==> config.mk <==
export PLATFORM = sky130hd
export DESIGN_NAME = sorted_list_merge_unit
export DESIGN_NICKNAME = d
export VERILOG_FILES = /design/src/rtl/slm_pkg.sv /design/src/rtl/slm_front.sv /design/src/rtl/slm_back.sv /design/src/rtl/sorted_list_merge_unit.sv
export SDC_FILE = /design/constraint.sdc
export NUM_CORES = 1
export LEC_CHECK = 0
export ABC_AREA = 1
export BUFFER_PORTS_ARGS = -buffer_cell sky130_fd_sc_hd__buf_2
export CORE_AREA = 4 4 559 284
export DETAILED_ROUTE_END_ITERATION = 8
export DIE_AREA = 0 0 563 288
export HOLD_SLACK_MARGIN = 0.08
export SYNTH_ARGS = -nofsm -noshare
export SYNTH_HDL_FRONTEND = slang
export SYNTH_SLANG_ARGS = --single-unit
==> constraint.sdc <==
create_clock -name clk -period 4.2 [get_ports clk]
set_input_delay 0.42 -clock clk [delete_from_list [all_inputs] [get_ports clk]]
set_output_delay 0.42 -clock clk [all_outputs]
set_load 0.01 [all_outputs]
==> src/rtl/slm_pkg.sv <==
`timescale 1ns / 1ps

package slm_pkg;

    // List capacity and derived widths
    localparam int DEPTH   = 16;
    localparam int IDX_W   = (DEPTH > 1) ? $clog2(DEPTH) : 1;
    localparam int CNT_W   = $clog2(DEPTH + 1);
    localparam int TOT_W   = $clog2(2 * DEPTH + 1);
    localparam int VAL_W   = 32;

    // Command queue between front and back
    localparam int QDEPTH  = 2;
    localparam int QPTR_W  = (QDEPTH > 1) ? $clog2(QDEPTH) : 1;
    localparam int QCNT_W  = $clog2(QDEPTH + 1);

    // Input kind codes
    localparam logic [1:0] KIND_APPEND_A = 2'd0;
    localparam logic [1:0] KIND_APPEND_B = 2'd1;
    localparam logic [1:0] KIND_MERGE    = 2'd2;

    typedef enum logic [1:0] {
        CMD_APPEND_A,
        CMD_APPEND_B,
        CMD_MERGE
    } slm_cmd_t;

    typedef enum logic {
        ST_IDLE,
        ST_MERGE
    } slm_state_t;

    typedef struct packed {
        logic [1:0]              kind;
        logic signed [VAL_W-1:0] value;
    } slm_in_t;

    typedef struct packed {
        logic signed [VAL_W-1:0] merged_value;
        logic                    from_b;
        logic                    last;
        logic                    overflow;
    } slm_out_t;

    typedef struct packed {
        slm_cmd_t                cmd;
        logic signed [VAL_W-1:0] value;
    } slm_qword_t;

    // Queue head as seen by the back end
    typedef struct packed {
        logic       valid;
        slm_qword_t word;
    } slm_qhead_t;

endpackage

==> src/rtl/slm_front.sv <==
`timescale 1ns / 1ps

module slm_front
    import slm_pkg::*;
(
    input  logic       clk,
    input  logic       rst_n,
    input  logic       start,
    output logic       busy,
    input  slm_in_t    item,
    input  logic       pop,
    output slm_qhead_t head
);

    slm_qword_t         q_reg [QDEPTH];
    logic [QPTR_W-1:0]  wr_ptr_reg;
    logic [QPTR_W-1:0]  wr_ptr_next;
    logic [QPTR_W-1:0]  rd_ptr_reg;
    logic [QPTR_W-1:0]  rd_ptr_next;
    logic [QCNT_W-1:0]  cnt_reg;
    logic [QCNT_W-1:0]  cnt_next;
    logic               kind_ok;
    logic               push;
    logic               do_pop;
    slm_qword_t         word_in;

    // Classify the incoming word; drop unused kinds here
    always_comb
    begin
        kind_ok       = 1'b1;
        word_in.value = item.value;
        word_in.cmd   = CMD_APPEND_A;
        unique case (item.kind)
            KIND_APPEND_A: word_in.cmd = CMD_APPEND_A;
            KIND_APPEND_B: word_in.cmd = CMD_APPEND_B;
            KIND_MERGE:    word_in.cmd = CMD_MERGE;
            default:       kind_ok     = 1'b0;
        endcase
    end

    assign busy   = (cnt_reg == QCNT_W'(QDEPTH));
    assign push   = start && !busy && kind_ok;
    assign do_pop = pop && (cnt_reg != '0);

    // Advance pointers and occupancy
    always_comb
    begin
        wr_ptr_next = wr_ptr_reg;
        rd_ptr_next = rd_ptr_reg;
        cnt_next    = cnt_reg;
        if (push)
        begin
            wr_ptr_next = (wr_ptr_reg == QPTR_W'(QDEPTH - 1)) ? '0 : wr_ptr_reg + 1'b1;
        end
        if (do_pop)
        begin
            rd_ptr_next = (rd_ptr_reg == QPTR_W'(QDEPTH - 1)) ? '0 : rd_ptr_reg + 1'b1;
        end
        if (push && !do_pop)
        begin
            cnt_next = cnt_reg + 1'b1;
        end
        else if (do_pop && !push)
        begin
            cnt_next = cnt_reg - 1'b1;
        end
    end

    always_ff @(posedge clk or negedge rst_n)
    begin
        if (!rst_n)
        begin
            wr_ptr_reg <= '0;
            rd_ptr_reg <= '0;
            cnt_reg    <= '0;
        end
        else
        begin
            wr_ptr_reg <= wr_ptr_next;
            rd_ptr_reg <= rd_ptr_next;
            cnt_reg    <= cnt_next;
        end
    end

    // Hold queued words
    always_ff @(posedge clk)
    begin
        if (push)
        begin
            q_reg[wr_ptr_reg] <= word_in;
        end
    end

    assign head.valid = (cnt_reg != '0);
    assign head.word  = q_reg[rd_ptr_reg];

endmodule

==> src/rtl/slm_back.sv <==
`timescale 1ns / 1ps

module slm_back
    import slm_pkg::*;
(
    input  logic       clk,
    input  logic       rst_n,
    input  slm_qhead_t head,
    output logic       pop,
    output logic       result_valid,
    output slm_out_t   result
);

    logic signed [VAL_W-1:0] list_a_mem [DEPTH];
    logic signed [VAL_W-1:0] list_b_mem [DEPTH];

    slm_state_t         state_reg;
    slm_state_t         state_next;
    logic [CNT_W-1:0]   count_a_reg;
    logic [CNT_W-1:0]   count_a_next;
    logic [CNT_W-1:0]   count_b_reg;
    logic [CNT_W-1:0]   count_b_next;
    logic [CNT_W-1:0]   ia_reg;
    logic [CNT_W-1:0]   ia_next;
    logic [CNT_W-1:0]   ib_reg;
    logic [CNT_W-1:0]   ib_next;
    logic [TOT_W-1:0]   rem_reg;
    logic [TOT_W-1:0]   rem_next;
    logic               drop_reg;
    logic               drop_next;
    logic               ovf_reg;
    logic               ovf_next;
    logic               res_valid_reg;
    logic               res_valid_next;
    slm_out_t           res_reg;
    slm_out_t           res_next;

    logic [TOT_W-1:0]        total;
    logic                    start_merge;
    logic                    emit;
    logic                    wr_a;
    logic                    wr_b;
    logic                    a_ok;
    logic                    b_ok;
    logic                    take_a;
    logic signed [VAL_W-1:0] a_head;
    logic signed [VAL_W-1:0] b_head;

    assign total  = TOT_W'(count_a_reg) + TOT_W'(count_b_reg);
    assign a_head = list_a_mem[ia_reg[IDX_W-1:0]];
    assign b_head = list_b_mem[ib_reg[IDX_W-1:0]];
    assign a_ok   = (ia_reg < count_a_reg);
    assign b_ok   = (ib_reg < count_b_reg);
    // On equal heads B goes first
    assign take_a = a_ok && (!b_ok || (a_head < b_head));

    // Next state
    always_comb
    begin
        state_next = state_reg;
        unique case (state_reg)
            ST_IDLE:
            begin
                if (head.valid && head.word.cmd == CMD_MERGE && total != '0)
                begin
                    state_next = ST_MERGE;
                end
            end
            ST_MERGE:
            begin
                if (rem_reg == TOT_W'(1))
                begin
                    state_next = ST_IDLE;
                end
            end
            default: state_next = ST_IDLE;
        endcase
    end

    // State outputs
    always_comb
    begin
        pop         = 1'b0;
        emit        = 1'b0;
        start_merge = 1'b0;
        wr_a        = 1'b0;
        wr_b        = 1'b0;
        unique case (state_reg)
            ST_IDLE:
            begin
                pop = head.valid;
                if (head.valid)
                begin
                    unique case (head.word.cmd)
                        CMD_APPEND_A: wr_a        = (count_a_reg < CNT_W'(DEPTH));
                        CMD_APPEND_B: wr_b        = (count_b_reg < CNT_W'(DEPTH));
                        CMD_MERGE:    start_merge = 1'b1;
                        default:      start_merge = 1'b0;
                    endcase
                end
            end
            ST_MERGE: emit = 1'b1;
            default:  emit = 1'b0;
        endcase
    end

    // Datapath next values
    always_comb
    begin
        count_a_next   = count_a_reg;
        count_b_next   = count_b_reg;
        ia_next        = ia_reg;
        ib_next        = ib_reg;
        rem_next       = rem_reg;
        drop_next      = drop_reg;
        ovf_next       = ovf_reg;
        res_valid_next = 1'b0;
        res_next       = res_reg;

        // Append, or mark the drop on a full list
        if (wr_a)
        begin
            count_a_next = count_a_reg + 1'b1;
        end
        if (wr_b)
        begin
            count_b_next = count_b_reg + 1'b1;
        end
        if (pop && !start_merge && !wr_a && !wr_b)
        begin
            drop_next = 1'b1;
        end

        // Latch run length and flag at the merge start
        if (start_merge)
        begin
            ia_next  = '0;
            ib_next  = '0;
            rem_next = total;
            ovf_next = drop_reg;
            if (total == '0)
            begin
                drop_next = 1'b0;
            end
        end

        // Emit one element per cycle
        if (emit)
        begin
            res_valid_next        = 1'b1;
            res_next.merged_value = take_a ? a_head : b_head;
            res_next.from_b       = !take_a;
            res_next.last         = (rem_reg == TOT_W'(1));
            res_next.overflow     = ovf_reg;
            rem_next              = rem_reg - 1'b1;
            if (take_a)
            begin
                ia_next = ia_reg + 1'b1;
            end
            else
            begin
                ib_next = ib_reg + 1'b1;
            end
            if (rem_reg == TOT_W'(1))
            begin
                count_a_next = '0;
                count_b_next = '0;
                drop_next    = 1'b0;
            end
        end
    end

    always_ff @(posedge clk or negedge rst_n)
    begin
        if (!rst_n)
        begin
            state_reg     <= ST_IDLE;
            count_a_reg   <= '0;
            count_b_reg   <= '0;
            ia_reg        <= '0;
            ib_reg        <= '0;
            rem_reg       <= '0;
            drop_reg      <= 1'b0;
            ovf_reg       <= 1'b0;
            res_valid_reg <= 1'b0;
        end
        else
        begin
            state_reg     <= state_next;
            count_a_reg   <= count_a_next;
            count_b_reg   <= count_b_next;
            ia_reg        <= ia_next;
            ib_reg        <= ib_next;
            rem_reg       <= rem_next;
            drop_reg      <= drop_next;
            ovf_reg       <= ovf_next;
            res_valid_reg <= res_valid_next;
        end
    end

    // Result payload and list storage
    always_ff @(posedge clk)
    begin
        res_reg <= res_next;
        if (wr_a)
        begin
            list_a_mem[count_a_reg[IDX_W-1:0]] <= head.word.value;
        end
        if (wr_b)
        begin
            list_b_mem[count_b_reg[IDX_W-1:0]] <= head.word.value;
        end
    end

    assign result_valid = res_valid_reg;
    assign result       = res_reg;

endmodule

==> src/rtl/sorted_list_merge_unit.sv <==
`timescale 1ns / 1ps
// Channel   Handshake             Payload
// input     start & !busy         item   (kind, value)
// result    result_valid strobe   result (merged_value, from_b, last, overflow)
//
// Accepted words of a known kind enter a two-word command queue; busy is high while it
// is full. The back end takes one queued word per cycle when idle. A merge then gives
// one result per cycle, count_a + count_b in all; results leave a register in the cycle
// after they are picked. Reset empties both lists, the queue and the overflow flag;
// results cannot be stalled.

module sorted_list_merge_unit
    import slm_pkg::*;
(
    input  logic     clk,
    input  logic     rst_n,
    input  logic     start,
    output logic     busy,
    input  slm_in_t  item,
    output logic     result_valid,
    output slm_out_t result
);

    slm_qhead_t head;
    logic       pop;

    slm_front u_front (
        .clk   (clk),
        .rst_n (rst_n),
        .start (start),
        .busy  (busy),
        .item  (item),
        .pop   (pop),
        .head  (head)
    );

    slm_back u_back (
        .clk          (clk),
        .rst_n        (rst_n),
        .head         (head),
        .pop          (pop),
        .result_valid (result_valid),
        .result       (result)
    );

endmodule

## After elaboration in Yosys (flattened, before gate mapping)

Memory sizes are Yosys's and may differ from the RTL's.
Index checks and enable logic that the tools add are counted.

- Flip-flop bits (word level): 69
- Bits in latches: 0
- Memory bits (writable): 1092
- Bits in read-only memories: 0
- Bits of input ports: 37
- Output and inout bits: 37
- Logic and storage cells: 116
- Memories: 3

- Add/subtract/negate cells: 10
- Multipliers: 0
- Div/mod/pow operators: 0
- Magnitude comparators: 5
- Equal/unequal tests: 6
- Shifts and indexed selects: 0
- Muxes and demuxes: 47
- Bitwise operators: 1
- Reductions and logical operators: 28

Memory list:

| memory | words | width | rd ports | clocked after Yosys merged registers in | wr ports | RTL line | source |
|---|---|---|---|---|---|---|---|
| u_back.list_a_mem | 16 | 32 | 1 | 0 | 1 | slm_back.sv:14 | `logic signed [VAL_W-1:0] list_a_mem [DEPTH];` |
| u_back.list_b_mem | 16 | 32 | 1 | 0 | 1 | slm_back.sv:15 | `logic signed [VAL_W-1:0] list_b_mem [DEPTH];` |
| u_front.q_reg | 2 | 34 | 1 | 0 | 1 | slm_front.sv:15 | `slm_qword_t q_reg [QDEPTH];` |

Operator list:

| operator | count |
|---|---|
| 5-bit 2-to-1 mux | 12 |
| 32-bit less-than comparator | 1 |
| 32-bit 2-to-1 mux | 1 |
| 1-bit 2-to-1 mux | 28 |
| 5-bit by 1-bit adder with 5-bit output, second input constant | 4 |
| 6-bit 2-to-1 mux | 2 |
| 1-bit logical AND | 11 |
| 5-bit less-than comparator | 2 |
| 5-bit less-than comparator, second input constant | 2 |
| 1-bit zero test | 8 |
| 5-bit by 5-bit adder with 6-bit output | 1 |
| 2-bit == test, second input constant | 3 |
| 6-bit by 1-bit == test with 1-bit output, second input constant | 1 |
| 6-bit zero test | 1 |
| 2-bit nonzero test | 3 |
| 6-bit nonzero test | 1 |
| 6-bit by 1-bit subtractor with 6-bit output, second input constant | 1 |
| 2-bit by 1-bit == test with 1-bit output, second input constant | 2 |
| 2-bit zero test | 2 |
| 2-bit 2-to-1 mux | 2 |
| 2-bit one-hot mux with 2 select lines | 1 |
| 3-bit OR reduction | 1 |
| 1-bit adder, second input constant | 2 |
| 2-bit by 1-bit adder with 2-bit output, second input constant | 1 |
| 4 further kinds | 4 |

## Longest topological paths before layout

Gate-level depths: netlist (run 1).
An unclocked memory read counts as a cell.

- Depth after elaboration: 14
- Depth in mapped cells: 28
- Mapped depth without buffers: 26

## Cells and area by module

Synthesis (run 1) repeated with hierarchy kept, for this count alone.

- Cells, all modules: 3482
- Area, all modules: 46349.5 um^2

By module, submodules not included:

| module | instances | cells each | area each (um^2) | sequential area each (um^2) |
|---|---|---|---|---|
| slm_back | 1 | 3267 | 43551.8 | 32551.2 |
| slm_front | 1 | 215 | 2797.7 | 2142.1 |

## Worst setup path before layout (run 1)

OpenSTA, ideal clock, no wires.

- Kind: reg2reg
- Start: register u_back.state_reg
- End: memory u_back.list_b_mem[15][0], enable pin
- Library setup time: 0.423 ns
- Data arrival time: 3.630 ns
- Data required time: 3.777 ns
- Slack: 0.147 ns
- Stages on the path, launching flop included: 11
- Buffers on the path: 1
- Cell sequence: dfrtp_1 clkbuf_1 nor2_1 inv_1 nor2_1 inv_1 nor3_1 nand2_1 nor2_1 inv_1 nor2_1

- Longest elaborated chain between the ends: 3

Ends and longest elaborated chain:

| item | RTL line | source |
|---|---|---|
| start: declaration | slm_back.sv:17 | `slm_state_t state_reg;` |
| start signal: assignment | slm_back.sv:189 | `state_reg <= state_next;` |
| 1-bit 2-to-1 mux | slm_back.sv:88 | `unique case (state_reg)` |
| 1-bit 2-to-1 mux | slm_back.sv:209 | `if (wr_b)` |
| 1-bit 2-to-1 mux (implied by the code) | slm_back.sv:211 | `list_b_mem[count_b_reg[IDX_W-1:0]] <= head.word.value;` |
| end: declaration | slm_back.sv:15 |  |

No other way between the ends.

## Final worst setup path (run 1)

- Start: register u_back.ib_reg[0]
- End: register u_back.res_reg (netlist bit u_back.result[13]), data pin

- Longest elaborated chain between the ends: 5

Ends and longest elaborated chain:

| item | RTL line | source |
|---|---|---|
| start: declaration | slm_back.sv:25 | `logic [CNT_W-1:0] ib_reg;` |
| start signal: assignment | slm_back.sv:193 | `ib_reg <= ib_next;` |
| memory 16 x 32 bit / 5-bit less-than comparator (equally long branches) | n/a |  |
| 32-bit less-than comparator / 1-bit zero test (equally long branches) | slm_back.sv:55 | `assign take_a = a_ok && (!b_ok \|\| (a_head < b_head));` |
| 1-bit logical OR | slm_back.sv:55 |  |
| 1-bit logical AND | slm_back.sv:55 |  |
| 32-bit 2-to-1 mux * | slm_back.sv:151 | `res_next.merged_value = take_a ? a_head : b_head;` |
| end signal: assignment | slm_back.sv:204 | `res_reg <= res_next;` |
| end: declaration | slm_back.sv:35 | `slm_out_t res_reg;` |

Every way passes the cells marked *; elsewhere a longest branch is shown, timed or not.
A chain may end at the register's enable or synchronous reset.

==> results.md, run 1 <==
* Area delta synth->final at 19.56%
* Grt ovf at 0
* Die area at 0.1621 mm2
* Core Box Area at 0.1539 mm2
* Pwr Density at 774.1 mW/mm2
* Vias/cell at 5.159
* Cells after synthesis at 3473
* TritonCTS Sinks at 1161
* Setup crit end kind: flop
* Largest net degree at the start of global routing at 67
* Leak Pwr at 18.47 nW
* Slowest cell on crit path: dfrtp_4
* Inserted Clock Buffers at 93
* PnR Total Power at 42.59 mW
* Clk Latency, worst-skew pair at 690 ps
* Slew @ Worst Pin at 1253 ps
* Max cap viols at 0
* Syn avg cell area at 13.25 um2
* First-pass detailed-route iteration total at 6
* TritonCTS clock tree: done
* Max VDD drop at 0.0004884 V
* Fin crit share at 0.9975
* DRT iter0 DRCs at 4084
* Via count at 30400
* Slew Limit Fails at 0
* Row cnt at 102
* Worst Skew at 27.10 ps
* Hold slack final at 135.3 ps
* Fmax at 238.7 MHz
* I/O Buffers at 73
* Critical Path RT at 4650 ps
* Clock tree buffer depth at 3
* Ports at 74
* Dpl hpwl at 80380 um
* Synth unique cells at 37
* Final Hold Vio Count at 0
* Seq/Total Area, Yosys at 0.7538
* Worst slew margin at 0.1625
* Final-layout fill cell count at 14730
* Global-route usage over all layers at 0.1584
* Non-Filler Instances at 5892
* Status: finished, final reports clean
* Type of origin of the critical path: flop
* #FFs+latches synth at 1161
* Root Buffer: clkbuf_16
* H-Tree Depth at 3
* Average wire per standard cell at 22.60 um
* Die Y at 288 um
* Post-route DRC at 0
* Final GP Congestion at 0.8507
* Syn. warnings at 0
* Placed Cells at 5659
* First-pass GRT wire length at 192500 um
* Setup-failing EPs final at 0
* Net count, final at 3826
* Post-Syn Nets at 3568
* Die width at 563 um
* Layout cells sized above 1 at 0.1553
* DRT Wirelength at 133100 um
* Initial core utilization at 0.2990
* Crit Path Class: flop to flop
* Detail Route Antenna Nets at 0
* HP Class: input pin to flop
* Tmin final at 4189 ps
* Max incr delay on CP at 490 ps
* CP Cell Sequence: buf_4, clkinv_8, buf_16, buf_12, buf_4, o21ai_0, o22ai_1, a221oi_2, buf_4, ha_1, nand2_1, nor2_1, nand4_1, buf_6, nor2_2, a211oi_2, nand3_1, nand3_4, nand2_8, buf_12, buf_4, a21oi_1
* CP dominant cell by count: buf_4
* Clk slew on worst S/H paths at 70 ps
* Initial antenna violation count at 2
* Vias in the first global route at 28250
* Final TNS setup at 0 ps
* Worst-path maximum fanout at 22
* Data arrival, critical path at 4640 ps
* Synth Cell Area at 0.04602 mm2
==> final cells by class <==
class | instances | area [um2] | area share
Timing Repair Buffer | 379 | 3518 | 0.06394
Antenna cell | 1 | 2.502 | 0.00004548
Clock buffer | 117 | 2480 | 0.04507
Multi-Input combinational cell | 2028 | 10850 | 0.1972
Clock inverter | 58 | 561.8 | 0.01021
Tap cell | 2080 | 2603 | 0.04730
Timing Repair inverter | 2 | 17.52 | 0.0003183
Inverter | 66 | 279.0 | 0.005071
Sequential cell | 1161 | 34710 | 0.6309
==> power breakdown <==
part / switching [mW] / internal [mW] / leakage (nW) / total, mW
logic: 11.7 / 6.02 / 6.35 / 17.7
clock network: 4.22 / 4.78 / 1.49 / 9.00
registers: 0.493 / 15.4 / 10.6 / 15.9
==> worst paths after layout <==
kind / start / endpoint / slack, ps / depth (start not counted)
max in group asynchronous: rst_n / u_back.ia_reg[0]$_DFF_PN0_ / 3050 / 2
min in group asynchronous: rst_n / u_back.result_valid$_DFF_PN0_ / 400 / 2
worst min-delay path: start / u_front.wr_ptr_reg$_DFFE_PN0P_ / 140 / 5
worst max register to register: u_back.ib_reg[0]$_DFF_PN0_ / u_back.result[13]$_DFFE_PP_ / 10 / 22
worst min register to register: u_back.ovf_reg$_DFFE_PN0P_ / u_back.result[0]$_DFFE_PP_ / 460 / 0
worst max-delay path: u_back.ib_reg[0]$_DFF_PN0_ / u_back.result[13]$_DFFE_PP_ / 10 / 22
==> through the flow <==
| stage | utilization | setup WS [ps] | cell area, um2 |
|---|---|---|---|
| 5_1_grt | 0.3575 | -35.14 | 55030 |
| 2_1_floorplan | - | 147.3 | 46020 |
| 3_5_place_dp | 0.3308 | -105.5 | 50910 |
| 3_3_place_gp | 0.3308 | -182.3 | 50910 |
| 6_report | 0.3575 | 10.60 | 55030 |
| 4_1_cts | 0.3533 | 5.727 | 54370 |
==> cell usage in the layout (no fill, tap or decap), drive strengths merged <==
master	netlist	layout
a2111oi	2	2
a211oi	4	4
a21oi	59	59
a221oi	32	32
a31oi	11	11
a32o	1	1
buf	31	339
bufinv	0	9
clkbuf	187	122
clkinv	5	52
clkinvlp	0	2
dfrtp	34	34
diode	0	1
dlygate4sd3	0	35
edfxtp	1127	1127
fa	1	1
ha	57	57
inv	61	63
nand2	313	313
nand3	80	80
nand4	10	10
nor2	649	649
nor3	6	6
nor3b	1	1
nor4	3	3
o211ai	17	17
o21ai	524	524
o221a	1	1
o221ai	90	90
o22ai	153	153
o311ai	1	1
xnor2	4	4
xor2	9	9
==> worst max-delay path: cells and delay by family, from the launching register on <==
family	cells	cell delay [ps]
AO/OA/AOI/OAI	5	710
flip-flops	1	490
adder cells (fa/ha/maj)	1	290
buffers and inverters	9	1390
AND/OR/NAND/NOR	7	1030
==> logic make-up after synthesis <==
| logic type | after synthesis | share of synthesized area |
|---|---|---|
| flops | 1161 | 0.7538 |
| simple gates | 1062 | 0.09018 |
| fa+ha+maj | 58 | 0.01593 |
| xor+xnor | 13 | 0.002474 |
| buf+inv | 284 | 0.02422 |
| compound gates | 895 | 0.1134 |
==> cells in the mapped netlist (all sizes together) <==
master,n,area (um2)
o22ai,153,957.2
o221ai,90,788.3
a31oi,11,68.82
a32o,1,10.01
nor3b,1,7.510
edfxtp,1127,33840
clkinv,5,18.77
o21ai,524,2623
nor2,649,2436
xor2,9,78.83
clkbuf,187,701.9
fa,1,20.02
xnor2,4,35.03
o311ai,1,8.760
o211ai,17,127.6
a2111oi,2,18.77
a21oi,59,295.3
a221oi,32,280.3
dfrtp,34,850.8
nand4,10,62.56
a211oi,4,30.03
buf,31,165.2
inv,61,229.0
nand2,313,1190
nor4,3,18.77
ha,57,713.2
nand3,80,405.4
nor3,6,30.03
o221a,1,11.26
==> routing by layer <==
layer / track usage / share of wire
met5: 0 / 0
met3: 0.04303 / 0.12
met4: 0.02829 / 0.016
met2: 0.2057 / 0.39
met1: 0.2578 / 0.48
==> repair_timing <==
action,4_1_cts,5_1_grt
hold endpoints to repair,102,0
pin swaps,0,24
hold buffers,35,0
gates cloned,1,7
setup endpoints to repair,18,43
gates resized for setup,8,109
setup buffers,0,15
(Power assumes the default switching activity.)
==> run 2, diff against run 1 <==
--- a/config.mk
+++ b/config.mk
@@ -6,10 +6,10 @@
 export NUM_CORES = 1
 export LEC_CHECK = 0
 export ABC_AREA = 1
-export BUFFER_PORTS_ARGS = -buffer_cell sky130_fd_sc_hd__buf_2
-export CORE_AREA = 4 4 559 284
+export CORE_AREA = 2 2 557 282
 export DETAILED_ROUTE_END_ITERATION = 8
-export DIE_AREA = 0 0 563 288
+export DIE_AREA = 0 0 559 284
+export DONT_BUFFER_PORTS = 1
 export HOLD_SLACK_MARGIN = 0.08
 export SYNTH_ARGS = -nofsm -noshare
 export SYNTH_HDL_FRONTEND = slang
==> run 2 against run 1 <==
Compared with the run above: cell count shrank 0.97%; via count rose by 0.61%; wire length rose by 4.2%; critical endpoint is now u_back.result[28]$_DFFE_PP_; global-route usage increased by 0.34 points; setup slack improved by 81 ps; non-clock buffer count is 58 lower; critical path depth shrank 1; first-iteration DRC count rose by 5.9%; fmax rose by 2.0%; flip-flop and latch count did not move.
==> results.md, run 2 (synthesis gave the netlist of run 1 again) <==
* Placed Cells at 5558
* Setup crit end kind: flop
* Type of origin of the critical path: flop
* Data arrival, critical path at 4540 ps
* Hold path start: item[32]
* Grt ovf at 0
* TritonCTS Sinks at 1161
* Crit Path Class: flop to flop
* R2R Path Start: u_back.ib_reg[0]$_DFF_PN0_
* CP dominant cell by count: nor2_1
* Average wire per standard cell at 23.77 um
* Placed instance area at 0.05033 mm2
* H-Tree Depth at 3
* Initial antenna violation count at 4
* Sw frac at 0.3895
* Most frequent cells in the layout: edfxtp_1 (1127), nor2_1 (600), o21ai_0 (470), nand2_1 (303), buf_4 (193)
* Row cnt at 102
* Core Box Area at 0.1538 mm2
* Reg2Reg Setup Slack at 90 ps
* Initial core utilization at 0.2993
* Slew Limit Fails at 0
* Max incr delay on CP at 520 ps
* Via count at 30580
* Reg2Reg Depth at 21
* Setup-failing EPs final at 0
* Hold endpoint: u_front.wr_ptr_reg$_DFFE_PN0P_
* Critical Path RT at 4630 ps
* Reg-to-reg critical path endpoint: u_back.result[28]$_DFFE_PP_
* Area delta synth->final at 20.51%
* Clk pwr share at 0.211
* Die Y at 284 um
* Tmin final at 4109 ps
* Root Buffer: clkbuf_16
* Vias in the first global route at 27800
* HP Class: input pin to flop
* Dpl hpwl at 79500 um
* Worst slew margin at 0.1928
* Fin crit share at 0.9783
* Most common cell after layout, fill and taps aside: edfxtp_1
* Inserted Clock Buffers at 94
* Clock tree buffer depth at 3
* CP Cell Sequence: buf_8, buf_16, buf_4, buf_12, nor2_1, o22ai_2, a221oi_2, ha_1, nand2_1, nor2_1, a211oi_2, o221a_2, nand2_4, nand2_2, nand3_2, nand3_4, nand2_8, buf_12, buf_4, nor2_1, a21oi_2
* Global-route usage over all layers at 0.1618
* Detail Route Antenna Nets at 0
* Fmax at 243.4 MHz
* Worst Skew at 23.32 ps
* Die area at 0.1588 mm2
* Final-layout fill cell count at 14570
* Combinational Power Share at 0.429
* DRT iter0 DRCs at 4326
* Post-layout util at 0.3607
* Final TNS setup at 0 ps
* Slew @ Worst Pin at 1208 ps
* PnR Total Power at 44.65 mW
* TritonCTS clock tree: done
* Clk slew on worst S/H paths at 70 ps
* First-pass detailed-route iteration total at 5
* Status: finished, final reports clean
* Clk Latency, worst-skew pair at 690 ps
* Final GP Congestion at 0.8387
* Leak Pwr at 18.51 nW
* Hold depth at 5
* Worst-path maximum fanout at 36
* Non-Filler Instances at 5835
* First-pass GRT wire length at 192100 um
* Post-route cell area at 0.05546 mm2
* Vias/cell at 5.241
* DRT Wirelength at 138700 um
* Pwr Density at 805.1 mW/mm2
* Final Hold Vio Count at 0
* Layout cells sized above 1 at 0.1529
* Post-route DRC at 0
* I/O Buffers at 0
* Net count, final at 3772
* Max VDD drop at 0.0007942 V
* Net Switching at 17.39 mW
* Slowest cell on crit path: dfrtp_4
* Register share of total power at 0.360
* Largest net degree at the start of global routing at 81
* Die width at 559 um
* Ports at 74
* Internal power at 27.26 mW
* Max cap viols at 0
## run 2: cell count changes in the layout (fill, tap and decap cells not counted), moves of 9 or more
cell / previous run / this run
o21ai_0: 493 / 470
clkbuf_16: 100 / 112
buf_4: 207 / 193
buf_2: 74 / 1
o21ai_1: 27 / 43
clkinv_2: 22 / 13
## run 2: layer usage
layer,part of all wire,track usage,up-vias,routed length (um)
met4,0.014,0.02959,8,1919
met1,0.47,0.2611,15360,65240
met3,0.13,0.04747,142,18350
met5,0.00094,0,-,131
met2,0.38,0.2086,1722,53040
li1,-,-,13350,-
## run 2: final cells by class
type                    instances  area (um2)  share of cell area
diodes                          1       2.502          0.00004512
clock inverters                57       681.9             0.01229
well taps                    2080        2603             0.04692
repair buffers                321        3568             0.06434
flip-flops and latches       1161       34710              0.6259
clock buffers                 116        2509             0.04523
multi-input cells            2029       11040              0.1991
inverters                      66       301.5            0.005437
repair inverters                4       42.54           0.0007670
## run 2: timing repair
action                                  CTS  global route
gates resized for setup                  12           184
cloned                                    0            24
setup buffers                             0            41
hold endpoints to repair                103             0
endpoints found under the setup margin   24            42
pin swaps                                 0            41
hold buffers                             38             0
## run 2: power groups by stage
stage          Sequential [mW]  Clock [mW]  Combinational [mW]
5_1_grt                   16.2        10.0                20.6
4_1_cts                   16.1        9.56                15.7
3_3_place_gp              16.3           0                15.4
2_1_floorplan             16.0           0                8.66
6_report                  16.1        9.43                19.1
3_5_place_dp              16.3           0                15.6
## run 2: worst max-delay path: cells and delay by family, from the launching register on
kind / cells / cell delay [ps]
buf+inv: 6 / 960
fa+ha+maj: 1 / 320
flops: 1 / 520
compound gates: 5 / 970
simple gates: 9 / 1040
## run 2: worst max-delay path by stage
stage / cells past startpoint / to / start
2_1_floorplan: 10 / u_back.list_b_mem[15][0]$_DFFE_PP_ / u_back.state_reg$_DFF_PN0_
4_1_cts: 21 / u_back.result[10]$_DFFE_PP_ / u_back.ib_reg[0]$_DFF_PN0_
3_5_place_dp: 22 / u_back.result[10]$_DFFE_PP_ / u_back.ia_reg[0]$_DFF_PN0_
5_1_grt: 26 / u_back.ib_reg[4]$_DFF_PN0_ / u_back.ib_reg[0]$_DFF_PN0_
3_3_place_gp: 22 / u_back.result[10]$_DFFE_PP_ / u_back.ib_reg[0]$_DFF_PN0_
6_report: 21 / u_back.result[28]$_DFFE_PP_ / u_back.ib_reg[0]$_DFF_PN0_
## run 2: per-stage QoR
stage | hold WS, ps | setup WS [ps]
2_1_floorplan | 124.4 | 147.3
3_3_place_gp | 126.7 | -79.52
3_5_place_dp | 126.4 | -115.7
4_1_cts | 97.11 | 71.02
5_1_grt | 159.0 | -67.38
6_report | 142.4 | 91.24
